--- config.mk ---
export PLATFORM = sky130hd
export DESIGN_NAME = ltrm_front
export DESIGN_NICKNAME = d
export VERILOG_FILES = /design/src/rtl/ltrm_pkg.sv /design/src/rtl/ltrm_front.sv
export SDC_FILE = /design/constraint.sdc
export NUM_CORES = 1
export LEC_CHECK = 0
export BUFFER_PORTS_ARGS = -buffer_cell sky130_fd_sc_hd__buf_2
export CAP_MARGIN = 20
export CORE_ASPECT_RATIO = 1.75
export CORE_MARGIN = 2
export CORE_UTILIZATION = 46
export DETAILED_ROUTE_END_ITERATION = 16
export PLACE_DENSITY_LB_ADDON = 0.05
export SLEW_MARGIN = 15
export SYNTH_ARGS = -nofsm -noshare
export SYNTH_HDL_FRONTEND = slang
export SYNTH_SLANG_ARGS = --single-unit
--- constraint.sdc ---
create_clock -name clk -period 1.9 [get_ports clk]
set_input_delay 0.095 -clock clk [delete_from_list [all_inputs] [get_ports clk]]
set_output_delay 0.095 -clock clk [all_outputs]
set_load 0.02 [all_outputs]
--- src/rtl/ltrm_pkg.sv ---
`default_nettype none
package ltrm_pkg;

    localparam logic [2:0] ACT_AUX_SENT  = 3'd0;
    localparam logic [2:0] ACT_AUX_RCV   = 3'd1;
    localparam logic [2:0] ACT_LINK_SENT = 3'd2;
    localparam logic [2:0] ACT_LINK_RCV  = 3'd3;
    localparam logic [2:0] ACT_FAILURE   = 3'd4;
    localparam logic [2:0] ACT_TICK      = 3'd5;
    localparam logic [2:0] ACT_CLEAR     = 3'd6;
    localparam logic [2:0] ACT_READ      = 3'd7;

    localparam logic [3:0] STAT_FIRST_RATE = 4'd5;
    localparam logic [3:0] STAT_RATIO      = 4'd11;

    localparam logic CFG_EMA_WEIGHT = 1'b0;
    localparam logic CFG_TPS        = 1'b1;

    localparam logic [15:0] EMA_WEIGHT_RESET = 16'd3277;
    localparam logic [9:0]  TPS_RESET        = 10'd10;

    localparam int OUT_W = 48;
    localparam int NUM_RATES = 6;
    localparam int NUM_COUNTS = 5;

    typedef struct packed {
        logic [2:0]  action;
        logic [15:0] byte_count;
        logic [3:0]  stat_index;
        logic        is_event;
        logic        is_tick;
    } item_t;

endpackage
`default_nettype wire

--- src/rtl/ltrm_front.sv ---
`default_nettype none
module ltrm_front
    import ltrm_pkg::*;
(
    input  wire logic        clk,
    input  wire logic        rst_n,
    input  wire logic        in_valid,
    output logic             in_ready,
    input  wire logic [2:0]  action,
    input  wire logic [15:0] byte_count,
    input  wire logic [3:0]  stat_index,
    output logic             q_valid,
    input  wire logic        q_pop,
    output item_t            q_item
);

    item_t       slot_reg [2];
    logic        wr_ptr_reg, wr_ptr_next;
    logic        rd_ptr_reg, rd_ptr_next;
    logic [1:0]  count_reg, count_next;
    logic        push;
    logic        pop;
    item_t       item_in;

    assign in_ready = (count_reg != 2'd2);
    assign q_valid  = (count_reg != 2'd0);
    assign q_item   = slot_reg[rd_ptr_reg];
    assign push     = in_valid && in_ready;
    assign pop      = q_pop && q_valid;

    always_comb
    begin
        item_in.action     = action;
        item_in.byte_count = byte_count;
        item_in.stat_index = stat_index;
        item_in.is_event   = (action <= ACT_FAILURE);
        item_in.is_tick    = (action == ACT_TICK);
        wr_ptr_next = push ? ~wr_ptr_reg : wr_ptr_reg;
        rd_ptr_next = pop ? ~rd_ptr_reg : rd_ptr_reg;
        count_next  = count_reg + {1'b0, push} - {1'b0, pop};
    end

    always_ff @(posedge clk)
    begin
        if (push)
        begin
            slot_reg[wr_ptr_reg] <= item_in;
        end
    end

    always_ff @(posedge clk or negedge rst_n)
    begin
        if (!rst_n)
        begin
            wr_ptr_reg <= 1'b0;
            rd_ptr_reg <= 1'b0;
            count_reg  <= 2'd0;
        end
        else
        begin
            wr_ptr_reg <= wr_ptr_next;
            rd_ptr_reg <= rd_ptr_next;
            count_reg  <= count_next;
        end
    end

endmodule
`default_nettype wire

==> impl_metrics.csv <==
group,metric,value,unit
die,die-area,0.005009,mm²
layout,layout-drive-gt1-share,48.94,%
synth,ys_types,18,
sta,finalSetupViolations,0,
global_route,grt_first_pass_wirelength,5326,µm
synth,synth_fp_nets,131,
die,initial_core_util,47.22,%
detailed_routing,routedWlPerCell,14.36,µm
die,io_pins,54,
sta,hold_viol_final,0,
critical_path,slowest_stage,"dfrtp_1",
synth,syn_area,0.002042,mm²
detailed_routing,routed_wl,3431,µm
global_route,grt_usage,15.15,%
detailed_routing,first_pass_iters,4,
synth,yosysWarnings,0,
critical_path,r2r_slack,0.53,ns
critical_path,startpoint_type,"flip-flop",
cts,cts.sinks,54,
sta,max_slew_margin,76.00,%
sta,rsz0062_at_grt,"false",
detailed_routing,ant_nets,0,
detailed_routing,drt-initial-drc-count,15,
cts,h-tree-depth,2,
synth,synth_compound_area_share,1.777,%
layout,fin_nets,215,
placed_design,globalplace.congestion,0.6839,
synth,synth_area_per_cell,19.82,µm²
pwr,ir_drop,1.084,mV
layout,fin_area,0.002708,mm²
run,maxCapViolations,0,
pwr,powerDensity,1431,mW/mm²
cts,cts_resized,0,
cts,ctsHoldBuffers,21,
layout,syn2layout_area_growth,32.60,%
synth,synthAdderAreaFrac,0.6127,%
critical_path,endpoint_kind,"output pin",
sta,fin_tns_setup,0,ns
die,core,0.004324,mm²
critical_path,rr_worst_depth,4,
synth,syn_inst,103,
global_route,grt_pass1_vias,1222,
global_route,grt_start_max_net_pins,16,
cts,cts_buffers,5,
critical_path,required,1.80,ns
critical_path,endpoint,"q_item[20]",
synth,synthXorXnorAreaFrac,1.287,%
detailed_routing,vias_per_cell,4.946,
critical_path,crit_arrival,1.66,ns
cts,root_buffer,"clkbuf_8",
detailed_routing,drc,0,
pwr,power,3.874,mW
sta,final.period_utilization,92.15,%
critical_path,cp-startpoint,"rd_ptr_reg",
placed_design,post_dp_cell_area,0.002391,mm²
placed_design,port_buffers,53,
die,die_h,92.14,µm
run_status,outcome,"completed",
synth,ys_ff_latch,54,
critical_path,path_class,"flip-flop to output pin",
sta,finalCriticalPeriod,1.751,ns
layout,fillers,358,
cts,cts_tree,"yes",
critical_path,critical_path.cell_chain,"buf_4 -> mux2_2 -> buf_2",
critical_path,cp_max_fo,12,
worst_hold_path,hold_depth,1,
worst_hold_path,hold_path_class,"input port to flip-flop",
critical_path,r2r-start,"count_reg[0]",
synth,yosys.area_share.simple,2.757,%
sta,hold_ws,0.01426,ns
placed_design,place_hpwl,2388,µm
synth,synthMuxAreaShare,13.79,%
sta,finalClockSkew,0.007105,ns
detailed_routing,num_vias,1182,
cts,cts.path.max_buffers,2,
global_route,gr-total-overflow,0,
sta,maxSlewViolCount,0,
critical_path,crit_path_max_incr_delay,0.56,ns
synth,ys_seq_area_share,78.43,%
sta,max_freq,0.5711,GHz
critical_path,r2r_end,"slot_reg[0][13]",
layout,antenna_cells,0,
global_route,antenna_found_initial,0,
cts,clk_pin_slew_worst_paths,0.09,ns
pwr,leakagePower,1.044,nW
layout,largest_reg_flops,50,
die,core.rowCount,32,
cts,postCtsSetupBuffers,0,
synth,synth_top_family_by_area,"multiplexers",
cts,clk_latency,0.30,ns
die,fp.dieW,54.37,µm
sta,tightest_slew,0.3601,ns
-- cells in the mapped netlist --
cell	n	share of area, %
a211oi_1	1	0.37
a21bo_1	1	0.49
a32oi_1	1	0.43
and3_1	1	0.31
buf_2	1	0.24
buf_6	2	1.1
dfrtp_1	4	4.9
edfxtp_1	50	74
ha_1	1	0.61
mux2_2	25	14
nand2_1	3	0.55
nand2b_1	1	0.31
nand3_1	1	0.24
nor2_1	4	0.74
nor2b_1	1	0.31
o21ai_0	2	0.49
or2_2	1	0.31
xnor2_1	3	1.3
-- area by class of cell --
class / instances / area, µm² / share of cell area, %
Clock buffer: 7 / 76.32 / 2.819
Clock inverter: 1 / 30.03 / 1.109
Tap cell: 51 / 63.81 / 2.357
Timing Repair Buffer: 80 / 520.5 / 19.22
Sequential cell: 54 / 1602 / 59.15
Multi-Input combinational cell: 46 / 415.4 / 15.34
-- worst min-delay path by stage --
stage                      end       from  slack, ns
2_1_floorplan     count_reg[0]      rst_n      -0.20
3_3_place_gp      count_reg[0]      rst_n      -0.09
3_5_place_dp      count_reg[1]      rst_n      -0.09
4_1_cts        slot_reg[0][24]  action[2]      0.007
5_1_grt        slot_reg[0][22]  action[0]      0.002
6_report       slot_reg[0][24]  action[2]       0.01
-- critical path: cells and delay by family, from the launching register on --
family / cells / cell delay, ns
multiplexers: 1 / 0.35
buffers and inverters: 2 / 0.45
flip-flops: 1 / 0.56
-- metrics by stage --
step / utilization [%] / cells / setup WS, ns
floorplan: - / 103 / 0.02412
global placement: 55.30 / 210 / 0.4747
detailed placement: 55.30 / 210 / 0.4496
CTS: 62.62 / 239 / 0.1145
global route: 62.62 / 239 / 0.05504
finish: 62.62 / 239 / 0.1491
-- cell families (layout without fill, tap and decap cells) --
logic type	Yosys count	in the layout
flip-flops	54	54
multiplexers	25	25
AND/OR/NAND/NOR	12	12
AO/OA/AOI/OAI	5	5
XOR/XNOR	3	3
buffers and inverters	3	88
adder cells (fa/ha/maj)	1	1
-- per-layer routing --
| layer | GRT usage [%] | up-vias | wire length, µm |
|---|---|---|---|
| met4 | 5.625 | 0 | 42 |
| met2 | 26.41 | 33 | 1911 |
| met1 | 15.97 | 582 | 1315 |
| li1 | - | 562 | - |
| met3 | 5.049 | 5 | 161 |
| met5 | 0 | - | 0 |
-- cells in the final DEF (no fill, tap or decap), drive strengths merged, types with 2 or more instances in the layout --
master and n:
dlygate4sd3 21, clkbuf 7, o21ai 2, buf 59, xnor2 3, mux2 25
edfxtp 50, nor2 4, nand2 3, dfrtp 4
-- power breakdown --
group          internal, mW  switching, mW
Combinational         0.609          0.778
Clock                 0.394          0.337
Sequential             1.63          0.127
(Power assumes the default switching activity.)
